[config.mk]
export PLATFORM = sky130hd
export DESIGN_NAME = expiring_access_cache_flat
export DESIGN_NICKNAME = d
export VERILOG_FILES = /design/src/rtl/core/eac_pkg.sv /design/src/rtl/core/eac_if.sv /design/src/rtl/core/eac_ram.sv /design/src/rtl/core/eac_cmp.sv /design/src/rtl/core/expiring_access_cache.sv /design/src/flat_wrapper.sv
export SDC_FILE = /design/constraint.sdc
export NUM_CORES = 2
export LEC_CHECK = 0
export ABC_AREA = 1
export BUFFER_PORTS_ARGS = -buffer_cell sky130_fd_sc_hd__buf_4
export CAP_MARGIN = 25
export CORE_MARGIN = 1.5
export CORE_UTILIZATION = 56
export DETAILED_ROUTE_END_ITERATION = 16
export PLACE_DENSITY = 0.75
export SETUP_SLACK_MARGIN = 0.2
export SLEW_MARGIN = 20
export SYNTH_ARGS = -nofsm -noshare
export SYNTH_HDL_FRONTEND = slang
export SYNTH_SLANG_ARGS = --single-unit
export TNS_END_PERCENT = 20
[constraint.sdc]
create_clock -name clk -period 7.14 [get_ports clk]
set_input_delay 0.714 -clock clk [delete_from_list [all_inputs] [get_ports clk]]
set_output_delay 0.714 -clock clk [all_outputs]
set_load 0.02 [all_outputs]
[src/rtl/core/eac_pkg.sv]
// Package for the expiring access cache: field widths, item kind codes,
// lookup status codes and the compare unit result type. No dependencies.
`timescale 1ns / 1ps

package eac_pkg;

  // Fixed field widths of the input and result words.
  localparam int KIND_W = 3;
  localparam int KEY_W  = 56;
  localparam int TIME_W = 32;
  localparam int STAT_W = 2;
  localparam int CNT_W  = 5;

  // Largest count the result fields can show.
  localparam int CNT_MAX = 31;

  // Default configuration of the table.
  localparam int ENTRIES_DEF  = 16;
  localparam int KEY_BITS_DEF = 56;

  // Item kinds.
  localparam logic [KIND_W-1:0] KIND_LOOKUP    = 3'd0;
  localparam logic [KIND_W-1:0] KIND_PUT       = 3'd1;
  localparam logic [KIND_W-1:0] KIND_INVAL     = 3'd2;
  localparam logic [KIND_W-1:0] KIND_UPDATE    = 3'd3;
  localparam logic [KIND_W-1:0] KIND_PURGE_ALL = 3'd4;
  localparam logic [KIND_W-1:0] KIND_PURGE_EXP = 3'd5;

  // Lookup status codes.
  localparam logic [STAT_W-1:0] STAT_MISS    = 2'd0;
  localparam logic [STAT_W-1:0] STAT_HIT     = 2'd1;
  localparam logic [STAT_W-1:0] STAT_EXPIRED = 2'd2;

  // Result of the shared compare unit for one table entry.
  typedef struct packed {
    logic key_eq;      // stored key equals the item key
    logic exp_zero;    // expiry is zero: entry never expires
    logic now_before;  // current time is before the expiry
  } cmp_res_t;

endpackage

[src/rtl/core/eac_if.sv]
// Handshake channels of the expiring access cache: the request word and the
// result word, each with valid, ready and payload. Depends on eac_pkg.
`timescale 1ns / 1ps

// Request channel.
interface eac_in_if import eac_pkg::*; ();
  logic              valid;
  logic              ready;
  logic [KIND_W-1:0] kind;
  logic [KEY_W-1:0]  card_key;
  logic [TIME_W-1:0] ttl_seconds;
  logic [TIME_W-1:0] current_time;

  modport source(output valid, kind, card_key, ttl_seconds, current_time, input ready);
  modport sink(input valid, kind, card_key, ttl_seconds, current_time, output ready);
endinterface

// Result channel.
interface eac_out_if import eac_pkg::*; ();
  logic              valid;
  logic              ready;
  logic [STAT_W-1:0] status;
  logic [CNT_W-1:0]  removed_count;
  logic [CNT_W-1:0]  occupancy;
  logic              cleared_on_full;

  modport source(output valid, status, removed_count, occupancy, cleared_on_full,
                 input ready);
  modport sink(input valid, status, removed_count, occupancy, cleared_on_full,
               output ready);
endinterface

[src/rtl/core/eac_ram.sv]
// Generic simple dual-port RAM: one write port, one read port with a
// registered read. No dependencies.
`timescale 1ns / 1ps

module eac_ram #(
  parameter int WIDTH = 8,
  parameter int DEPTH = 16,
  localparam int AW = (DEPTH > 1) ? $clog2(DEPTH) : 1
) (
  input  logic             clk,
  input  logic             wr_en,
  input  logic [AW-1:0]    wr_addr,
  input  logic [WIDTH-1:0] wr_data,
  input  logic [AW-1:0]    rd_addr,
  output logic [WIDTH-1:0] rd_data
);

  logic [WIDTH-1:0] mem [DEPTH];
  logic [WIDTH-1:0] rd_data_r;

  // Write port and registered read port.
  always_ff @(posedge clk) begin
    if (wr_en) begin
      mem[wr_addr] <= wr_data;
    end
    rd_data_r <= mem[rd_addr];
  end

  assign rd_data = rd_data_r;

endmodule

[src/rtl/core/eac_cmp.sv]
// Shared compare unit of the expiring access cache: checks one table entry
// against the item key and the current time. Depends on eac_pkg.
`timescale 1ns / 1ps

module eac_cmp import eac_pkg::*; #(
  parameter int KW = KEY_BITS_DEF
) (
  input  logic [KW-1:0]     entry_key,
  input  logic [KW-1:0]     item_key,
  input  logic [TIME_W-1:0] entry_expiry,
  input  logic [TIME_W-1:0] now,
  output cmp_res_t          res
);

  // Key equality, never-expires test and the expiry time compare.
  always_comb begin
    res.key_eq     = (entry_key == item_key);
    res.exp_zero   = (entry_expiry == '0);
    res.now_before = (now < entry_expiry);
  end

endmodule

[src/rtl/core/expiring_access_cache.sv]
// Expiring access cache: a table of card keys with expiry times, scanned one
// entry per cycle through a single compare unit under a small sequencer.
// Lookup, put, invalidate, update-all and purge-expired pass through the scan,
// drain, commit and done states; purge-all and unknown kinds go from idle
// straight to commit and done. One request at a time: the next request is taken
// only back in idle, and a stalled result word holds the block in its last step.
// Reset (rst_n low, synchronous) empties the table at once.
`timescale 1ns / 1ps

module expiring_access_cache import eac_pkg::*; #(
  parameter int ENTRIES  = ENTRIES_DEF,
  parameter int KEY_BITS = KEY_BITS_DEF
) (
  input  logic      clk,
  input  logic      rst_n,
  eac_in_if.sink    in_req,
  eac_out_if.source out_rsp
);

  // Derived widths.
  localparam int KW    = (KEY_BITS < KEY_W) ? KEY_BITS : KEY_W;
  localparam int IDX_W = (ENTRIES > 1) ? $clog2(ENTRIES) : 1;
  localparam int OCC_W = $clog2(ENTRIES + 1);
  localparam int SAT_W = (OCC_W > CNT_W) ? OCC_W : CNT_W;
  localparam int RAM_W = KW + TIME_W;

  // Sequencer states.
  localparam logic [2:0] S_IDLE   = 3'd0;
  localparam logic [2:0] S_SCAN   = 3'd1;
  localparam logic [2:0] S_DRAIN  = 3'd2;
  localparam logic [2:0] S_COMMIT = 3'd3;
  localparam logic [2:0] S_DONE   = 3'd4;

  logic [2:0]         state_r, state_nxt;
  logic [IDX_W-1:0]   idx_r, idx_nxt;
  logic               ev_vld_r, ev_vld_nxt;
  logic [IDX_W-1:0]   ev_idx_r, ev_idx_nxt;
  logic [ENTRIES-1:0] valid_r, valid_nxt;
  logic [OCC_W-1:0]   occ_r, occ_nxt;

  logic [KIND_W-1:0]  kind_r, kind_nxt;
  logic [KW-1:0]      key_r, key_nxt;
  logic [TIME_W-1:0]  now_r, now_nxt;
  logic [TIME_W-1:0]  newexp_r, newexp_nxt;
  logic               found_r, found_nxt;
  logic [IDX_W-1:0]   slot_r, slot_nxt;
  logic               free_found_r, free_found_nxt;
  logic [IDX_W-1:0]   free_r, free_nxt;
  logic [STAT_W-1:0]  status_r, status_nxt;
  logic [OCC_W-1:0]   removed_r, removed_nxt;
  logic               cleared_r, cleared_nxt;

  logic               out_valid_r, out_valid_nxt;
  logic [STAT_W-1:0]  out_status_r, out_status_nxt;
  logic [CNT_W-1:0]   out_removed_r, out_removed_nxt;
  logic [CNT_W-1:0]   out_occ_r, out_occ_nxt;
  logic               out_cleared_r, out_cleared_nxt;

  logic               wr_en;
  logic [IDX_W-1:0]   wr_addr;
  logic [RAM_W-1:0]   wr_data;
  logic [RAM_W-1:0]   rd_data;
  logic [KW-1:0]      rd_key;
  logic [TIME_W-1:0]  rd_exp;
  cmp_res_t           cmp;

  // Saturate a table count to the width of the result fields.
  function automatic logic [CNT_W-1:0] sat_cnt(input logic [OCC_W-1:0] cnt);
    logic [SAT_W-1:0] ext;
    ext = SAT_W'(cnt);
    if (ext > SAT_W'(CNT_MAX)) begin
      return CNT_W'(CNT_MAX);
    end
    return CNT_W'(ext);
  endfunction

  // Key and expiry storage, one word per entry.
  eac_ram #(
    .WIDTH(RAM_W),
    .DEPTH(ENTRIES)
  ) u_ram (
    .clk     (clk),
    .wr_en   (wr_en),
    .wr_addr (wr_addr),
    .wr_data (wr_data),
    .rd_addr (idx_r),
    .rd_data (rd_data)
  );

  assign rd_key = rd_data[RAM_W-1:TIME_W];
  assign rd_exp = rd_data[TIME_W-1:0];

  // Compare unit shared by every scan step.
  eac_cmp #(
    .KW(KW)
  ) u_cmp (
    .entry_key    (rd_key),
    .item_key     (key_r),
    .entry_expiry (rd_exp),
    .now          (now_r),
    .res          (cmp)
  );

  assign in_req.ready = (state_r == S_IDLE);

  assign out_rsp.valid           = out_valid_r;
  assign out_rsp.status          = out_status_r;
  assign out_rsp.removed_count   = out_removed_r;
  assign out_rsp.occupancy       = out_occ_r;
  assign out_rsp.cleared_on_full = out_cleared_r;

  // Sequencer, scan evaluation and commit.
  always_comb begin
    logic ent_vld;
    logic match;

    state_nxt       = state_r;
    idx_nxt         = idx_r;
    ev_vld_nxt      = 1'b0;
    ev_idx_nxt      = idx_r;
    valid_nxt       = valid_r;
    occ_nxt         = occ_r;
    kind_nxt        = kind_r;
    key_nxt         = key_r;
    now_nxt         = now_r;
    newexp_nxt      = newexp_r;
    found_nxt       = found_r;
    slot_nxt        = slot_r;
    free_found_nxt  = free_found_r;
    free_nxt        = free_r;
    status_nxt      = status_r;
    removed_nxt     = removed_r;
    cleared_nxt     = cleared_r;
    out_valid_nxt   = out_valid_r;
    out_status_nxt  = out_status_r;
    out_removed_nxt = out_removed_r;
    out_occ_nxt     = out_occ_r;
    out_cleared_nxt = out_cleared_r;
    wr_en           = 1'b0;
    wr_addr         = ev_idx_r;
    wr_data         = {rd_key, newexp_r};

    ent_vld = valid_r[ev_idx_r];
    match   = ent_vld && cmp.key_eq;

    // The result word leaves when the sink takes it.
    if (out_valid_r && out_rsp.ready) begin
      out_valid_nxt = 1'b0;
    end

    // Evaluate the entry whose data the RAM returned this cycle.
    if (ev_vld_r) begin
      case (kind_r)
        KIND_LOOKUP: begin
          if (match && !found_r) begin
            found_nxt  = 1'b1;
            status_nxt = (cmp.exp_zero || cmp.now_before) ? STAT_HIT : STAT_EXPIRED;
          end
        end
        KIND_PUT: begin
          if (match && !found_r) begin
            found_nxt = 1'b1;
            slot_nxt  = ev_idx_r;
          end
          if (!ent_vld && !free_found_r) begin
            free_found_nxt = 1'b1;
            free_nxt       = ev_idx_r;
          end
        end
        KIND_INVAL: begin
          if (match && !found_r) begin
            found_nxt           = 1'b1;
            valid_nxt[ev_idx_r] = 1'b0;
            removed_nxt         = OCC_W'(1);
            occ_nxt             = occ_r - OCC_W'(1);
          end
        end
        KIND_UPDATE: begin
          if (ent_vld && !cmp.exp_zero) begin
            wr_en = 1'b1;
          end
        end
        KIND_PURGE_EXP: begin
          if (ent_vld && !cmp.exp_zero && !cmp.now_before) begin
            valid_nxt[ev_idx_r] = 1'b0;
            removed_nxt         = removed_r + OCC_W'(1);
            occ_nxt             = occ_r - OCC_W'(1);
          end
        end
        default: begin
        end
      endcase
    end

    case (state_r)
      S_IDLE: begin
        if (in_req.valid) begin
          kind_nxt       = in_req.kind;
          key_nxt        = in_req.card_key[KW-1:0];
          now_nxt        = in_req.current_time;
          newexp_nxt     = in_req.current_time + in_req.ttl_seconds;
          found_nxt      = 1'b0;
          free_found_nxt = 1'b0;
          status_nxt     = STAT_MISS;
          removed_nxt    = '0;
          cleared_nxt    = 1'b0;
          idx_nxt        = '0;
          if (in_req.kind == KIND_PURGE_ALL || in_req.kind > KIND_PURGE_EXP) begin
            state_nxt = S_COMMIT;
          end else begin
            state_nxt = S_SCAN;
          end
        end
      end
      S_SCAN: begin
        // Issue one entry read per cycle.
        ev_vld_nxt = 1'b1;
        ev_idx_nxt = idx_r;
        if (idx_r == IDX_W'(ENTRIES - 1)) begin
          state_nxt = S_DRAIN;
        end else begin
          idx_nxt = idx_r + IDX_W'(1);
        end
      end
      S_DRAIN: begin
        state_nxt = S_COMMIT;
      end
      S_COMMIT: begin
        // Table-wide actions: the put after its scan, and purge-all.
        if (kind_r == KIND_PUT) begin
          wr_en   = 1'b1;
          wr_data = {key_r, newexp_r};
          if (found_r) begin
            wr_addr = slot_r;
          end else if (occ_r == OCC_W'(ENTRIES)) begin
            valid_nxt    = '0;
            valid_nxt[0] = 1'b1;
            removed_nxt  = occ_r;
            cleared_nxt  = 1'b1;
            occ_nxt      = OCC_W'(1);
            wr_addr      = '0;
          end else begin
            wr_addr           = free_r;
            valid_nxt[free_r] = 1'b1;
            occ_nxt           = occ_r + OCC_W'(1);
          end
        end else if (kind_r == KIND_PURGE_ALL) begin
          valid_nxt   = '0;
          removed_nxt = occ_r;
          occ_nxt     = '0;
        end
        state_nxt = S_DONE;
      end
      S_DONE: begin
        // Hand the result word to the output register once it is free.
        if (!out_valid_r || out_rsp.ready) begin
          out_valid_nxt   = 1'b1;
          out_status_nxt  = status_r;
          out_removed_nxt = sat_cnt(removed_r);
          out_occ_nxt     = sat_cnt(occ_r);
          out_cleared_nxt = cleared_r;
          state_nxt       = S_IDLE;
        end
      end
      default: begin
        state_nxt = S_IDLE;
      end
    endcase
  end

  // Control registers.
  always_ff @(posedge clk) begin
    if (!rst_n) begin
      state_r     <= S_IDLE;
      ev_vld_r    <= 1'b0;
      valid_r     <= '0;
      occ_r       <= '0;
      out_valid_r <= 1'b0;
    end else begin
      state_r     <= state_nxt;
      ev_vld_r    <= ev_vld_nxt;
      valid_r     <= valid_nxt;
      occ_r       <= occ_nxt;
      out_valid_r <= out_valid_nxt;
    end
  end

  // Item and result payload registers.
  always_ff @(posedge clk) begin
    idx_r         <= idx_nxt;
    ev_idx_r      <= ev_idx_nxt;
    kind_r        <= kind_nxt;
    key_r         <= key_nxt;
    now_r         <= now_nxt;
    newexp_r      <= newexp_nxt;
    found_r       <= found_nxt;
    slot_r        <= slot_nxt;
    free_found_r  <= free_found_nxt;
    free_r        <= free_nxt;
    status_r      <= status_nxt;
    removed_r     <= removed_nxt;
    cleared_r     <= cleared_nxt;
    out_status_r  <= out_status_nxt;
    out_removed_r <= out_removed_nxt;
    out_occ_r     <= out_occ_nxt;
    out_cleared_r <= out_cleared_nxt;
  end

endmodule

[src/flat_wrapper.sv]
// flat-port wrapper written by rule: the top's interface ports become plain ports
module expiring_access_cache_flat import eac_pkg::*;
#(
  parameter int ENTRIES  = ENTRIES_DEF,
  parameter int KEY_BITS = KEY_BITS_DEF
)
  (clk, rst_n, in_req_valid, in_req_kind, in_req_card_key, in_req_ttl_seconds, in_req_current_time, in_req_ready, out_rsp_valid, out_rsp_status, out_rsp_removed_count, out_rsp_occupancy, out_rsp_cleared_on_full, out_rsp_ready);
  eac_in_if in_req_i ();
  eac_out_if out_rsp_i ();
  input  logic clk;
  input  logic rst_n;
  input wire logic [$bits(in_req_i.valid)-1:0] in_req_valid;
  input wire logic [$bits(in_req_i.kind)-1:0] in_req_kind;
  input wire logic [$bits(in_req_i.card_key)-1:0] in_req_card_key;
  input wire logic [$bits(in_req_i.ttl_seconds)-1:0] in_req_ttl_seconds;
  input wire logic [$bits(in_req_i.current_time)-1:0] in_req_current_time;
  output wire logic [$bits(in_req_i.ready)-1:0] in_req_ready;
  output wire logic [$bits(out_rsp_i.valid)-1:0] out_rsp_valid;
  output wire logic [$bits(out_rsp_i.status)-1:0] out_rsp_status;
  output wire logic [$bits(out_rsp_i.removed_count)-1:0] out_rsp_removed_count;
  output wire logic [$bits(out_rsp_i.occupancy)-1:0] out_rsp_occupancy;
  output wire logic [$bits(out_rsp_i.cleared_on_full)-1:0] out_rsp_cleared_on_full;
  input wire logic [$bits(out_rsp_i.ready)-1:0] out_rsp_ready;
  assign in_req_i.valid = in_req_valid;
  assign in_req_i.kind = in_req_kind;
  assign in_req_i.card_key = in_req_card_key;
  assign in_req_i.ttl_seconds = in_req_ttl_seconds;
  assign in_req_i.current_time = in_req_current_time;
  assign in_req_ready = in_req_i.ready;
  assign out_rsp_valid = out_rsp_i.valid;
  assign out_rsp_status = out_rsp_i.status;
  assign out_rsp_removed_count = out_rsp_i.removed_count;
  assign out_rsp_occupancy = out_rsp_i.occupancy;
  assign out_rsp_cleared_on_full = out_rsp_i.cleared_on_full;
  assign out_rsp_i.ready = out_rsp_ready;
  expiring_access_cache #(.ENTRIES(ENTRIES), .KEY_BITS(KEY_BITS)) u_core (.clk(clk), .rst_n(rst_n), .in_req(in_req_i), .out_rsp(out_rsp_i));
endmodule
==> impl_metrics.tcl <==
set metrics [dict create \
    outcome "completed" \
    period_share_pct 63.0 \
    cp_slowest_cell "nor2_4" \
    cts_max_level 4 \
    worst-path-buf-inv 5 \
    hold_path_class "input pin to flop" \
    first_pass_iters 5 \
    syn_avg_cell_area_um2 13.2 \
    synth_common_cells "1,557 x edfxtp_1, 528 x o21ai_0, 524 x nand2_1, 503 x inv_1, 437 x a21oi_1" \
    path_common_cell "inv_2" \
    drcViolationCount 0 \
    p_per_area_nw_per_um2 364 \
    fin_tns_setup_ns 0 \
    via_per_inst 5.88 \
    numCtsBuffers 166 \
    yosysTopAreaCell "edfxtp_1" \
    irDropWorstVdd_mv 0.349 \
    netSwitchingPower_mw 8.93 \
    grt_pass1_wl_mm 237 \
    synth_seq_cells 1684 \
    hold_viol_final 0 \
    pin_count 142 \
    netlist_instances 5255 \
    drive_above_1_share_pct 9.32 \
    cp-end-kind "flop" \
    grt_max_degree 191 \
    synth_top_area_share_pct 67.6 \
    wl_per_cell_um 22.0 \
    clkSinkCount 1684 \
    cts_post_setup_buffers_inserted 0 \
    cts_hold_buf 0 \
    max_freq_mhz 222 \
    cts_resized 0 \
    required_ns 7.54 \
    ys_warn_count 0 \
    synth_edf_count 1557 \
    finalSetupViolations 0 \
    combPwrFrac_pct 24.8 \
    leakagePower_nw 27.6 \
    fp.dieW_um 354 \
    track_usage_pct 24.6 \
    rows 128 \
    grt-ovfl-total 0 \
    rsz0062_at_grt "false" \
    worstPathCellList "nor2_1 > inv_2 > nor2_2 > inv_2 > nor2_8 > inv_2 > nor3_4 > a21oi_1 > inv_1 > nand3_1 > nor2_4 > buf_12" \
    dieArea_um2 126000 \
    cp_max_fo 71 \
    start_kind "flop" \
    cp_slowest_stage_delay_ns 0.71 \
    worstSetupPathType "flop to flop" \
    hpwl_mm 81.2 \
    min_period_ns 4.50 \
    crit_family "simple AND/OR/NAND/NOR gates" \
    nFillCells 8777 \
    netlist_area_um2 69200 \
    start_util_pct 56.6 \
    die_h_um 354 \
    antenna_found_initial 1 \
    syn-num-nets 5451 \
    grt_pass1_vias 40500 \
    synth.distinct_cells 51 \
    wl_mm 156 \
    core_um2 122000 \
    synth-main-ff-cell "edfxtp_1" \
    synth_area_leaders "edfxtp_1 68%, mux2i_1 5.1%, o211ai_1 3.8%" \
    clk_latency_ns 0.79 \
    synthArstFlopShare_pct 0 \
    cts.reportedPaths.clkPinSlew_ns 0.06 \
    relSlewSlack_pct 26.3 \
    gp_congestion 0.880 \
    clockBufferDepth 3 \
    power.total_mw 28.2 \
    finClkSkew_ns 0.0319 \
    ant_nets 0 \
    syn_to_final_growth_pct 12.0 \
    drv_cap 0 \
    rrSetupSlack_ns 2.64 \
    ys_seq_area_share_pct 71.3 \
    cts_tree "built" \
    synth_most_common_cell "edfxtp_1" \
    nNetsFinal 5537 \
    drt_iter0_drc 4118 \
    clkPwrFrac_pct 30.6 \
    arrival_ns 4.90 \
    p_int_mw 19.3 \
    root_buffer "clkbuf_16" \
    max_slew.worst_pin.slew_ns 1.11 \
    pwr-share-seq_pct 44.6 \
    drv_slew 0 \
    p_sw_share_pct 31.6 \
    vias 41800 \
    io_buffers 141 \
]
[power groups by stage]
stage / clock [mW] / sequential, mW / combinational (mW)
floorplan: 0 / 12.6 / 4.92
global placement: 0 / 12.7 / 6.71
detailed placement: 0 / 12.8 / 6.89
CTS: 8.73 / 12.6 / 6.96
global route: 9.11 / 12.6 / 7.72
finish: 8.63 / 12.6 / 7.01
[layout make-up]
type / instances / area, um^2 / share of cell area (%)
diodes: 1 / 2.50 / 0.00323
clock buffers: 226 / 4510 / 5.83
clock inverters: 82 / 911 / 1.18
inverters: 523 / 1980 / 2.55
multi-input cells: 2757 / 16800 / 21.7
flip-flops and latches: 1684 / 49300 / 63.7
well taps: 1625 / 2030 / 2.63
repair buffers: 209 / 1870 / 2.41
[stage by stage]
stage / hold WS, ns / instance area, um^2 / setup slack [ns] / std cells / utilization (%)
2_1_floorplan: 0.346 / 69200 / 1.31 / 5255 / -
3_3_place_gp: 0.452 / 71900 / 2.70 / 6792 / 58.9
3_5_place_dp: 0.465 / 72000 / 2.64 / 6795 / 58.9
4_1_cts: 0.0579 / 77400 / 2.62 / 7103 / 63.4
5_1_grt: 0.0790 / 77400 / 2.31 / 7106 / 63.4
6_report: 0.104 / 77400 / 2.64 / 7107 / 63.4
[worst reg2reg max path, stage by stage (launching register included)]
cell      delay (ns)
edfxtp_1        0.45
nor2_1          0.17
inv_2           0.09
nor2_2          0.12
inv_2           0.10
nor2_8          0.35
inv_2           0.34
nor3_4          0.50
a21oi_1         0.25
inv_1           0.13
nand3_1         0.31
nor2_4          0.71
buf_12          0.52
[kinds of logic (layout without fill, tap and decap cells)]
group / Yosys count / after routing / share of synthesized area, %
other: 0 / 1 / 0
AO/OA/AOI/OAI: 1393 / 1393 / 11.5
AND/OR/NAND/NOR: 866 / 866 / 5.33
adder cells (fa/ha/maj): 69 / 69 / 1.26
buffers and inverters: 814 / 1040 / 4.58
flip-flops: 1684 / 1684 / 71.3
multiplexers: 352 / 352 / 5.09
XOR/XNOR: 77 / 77 / 0.975
[layer usage]
layer | GRT usage (%) | wire [um] | vias up
met2 | 41.3 | 77500 | 1603
met5 | 0 | 0 | -
met4 | 7.97 | 4080 | 0
li1 | - | - | 19400
met3 | 3.50 | 10800 | 251
met1 | 33.3 | 63900 | 20600
[cell usage in the layout (no fill, tap or decap), types with 4 or more instances in the layout]
cell type | Yosys | layout
edfxtp_1 | 1557 | 1557
nand2_1 | 524 | 524
o21ai_0 | 528 | 524
inv_1 | 503 | 502
a21oi_1 | 437 | 437
o211ai_1 | 354 | 354
mux2i_1 | 352 | 352
buf_4 | 3 | 185
clkbuf_16 | 0 | 169
nand3_1 | 154 | 154
dfxtp_1 | 127 | 127
nor2_1 | 130 | 112
ha_1 | 68 | 68
clkbuf_1 | 205 | 50
o21ai_1 | 44 | 48
xor2_1 | 44 | 44
xnor2_1 | 33 | 33
clkinv_2 | 0 | 29
clkinv_1 | 4 | 25
buf_12 | 0 | 24
nor2_4 | 2 | 20
nand4_1 | 16 | 16
inv_2 | 16 | 14
bufinv_16 | 0 | 14
nor3_1 | 12 | 12
clkbuf_8 | 0 | 7
a21o_1 | 6 | 6
nor4_1 | 6 | 6
a21oi_2 | 5 | 5
nor2_2 | 5 | 5
inv_6 | 0 | 5
clkinv_8 | 0 | 5
a31oi_1 | 4 | 4
[registers in the layout, indices dropped and copies added, names as in the netlist, 2 cells and up]
signal and flops:
u_core.ev_idx_r 4, u_core.slot_r 4, u_core.occ_r 5, u_core.status_r 2, u_core.ev_idx_nxt 4, u_core.now_r 32
u_core.u_ram.rd_data 88, u_core.state_r 3, u_core.out_rsp.occupancy 5, u_core.valid_r 16, u_core.out_rsp.removed_count 5, u_core.u_ram.mem 1408
u_core.kind_r 3, u_core.key_r 56, u_core.free_r 4, u_core.newexp_r 32, u_core.out_rsp.status 2, u_core.removed_r 5
[final timing paths]
kind	cells past startpoint	endpoint	start
max	12	u_core.u_ram.mem[8][4]	u_core.kind_r[1]
min	1	u_core.key_r[50]	in_req_card_key[50]
max reg2reg	12	u_core.u_ram.mem[8][4]	u_core.kind_r[1]
min reg2reg	2	u_core.valid_r[13]	u_core.valid_r[13]
No activity file was read; power rests on OpenSTA's default activity.
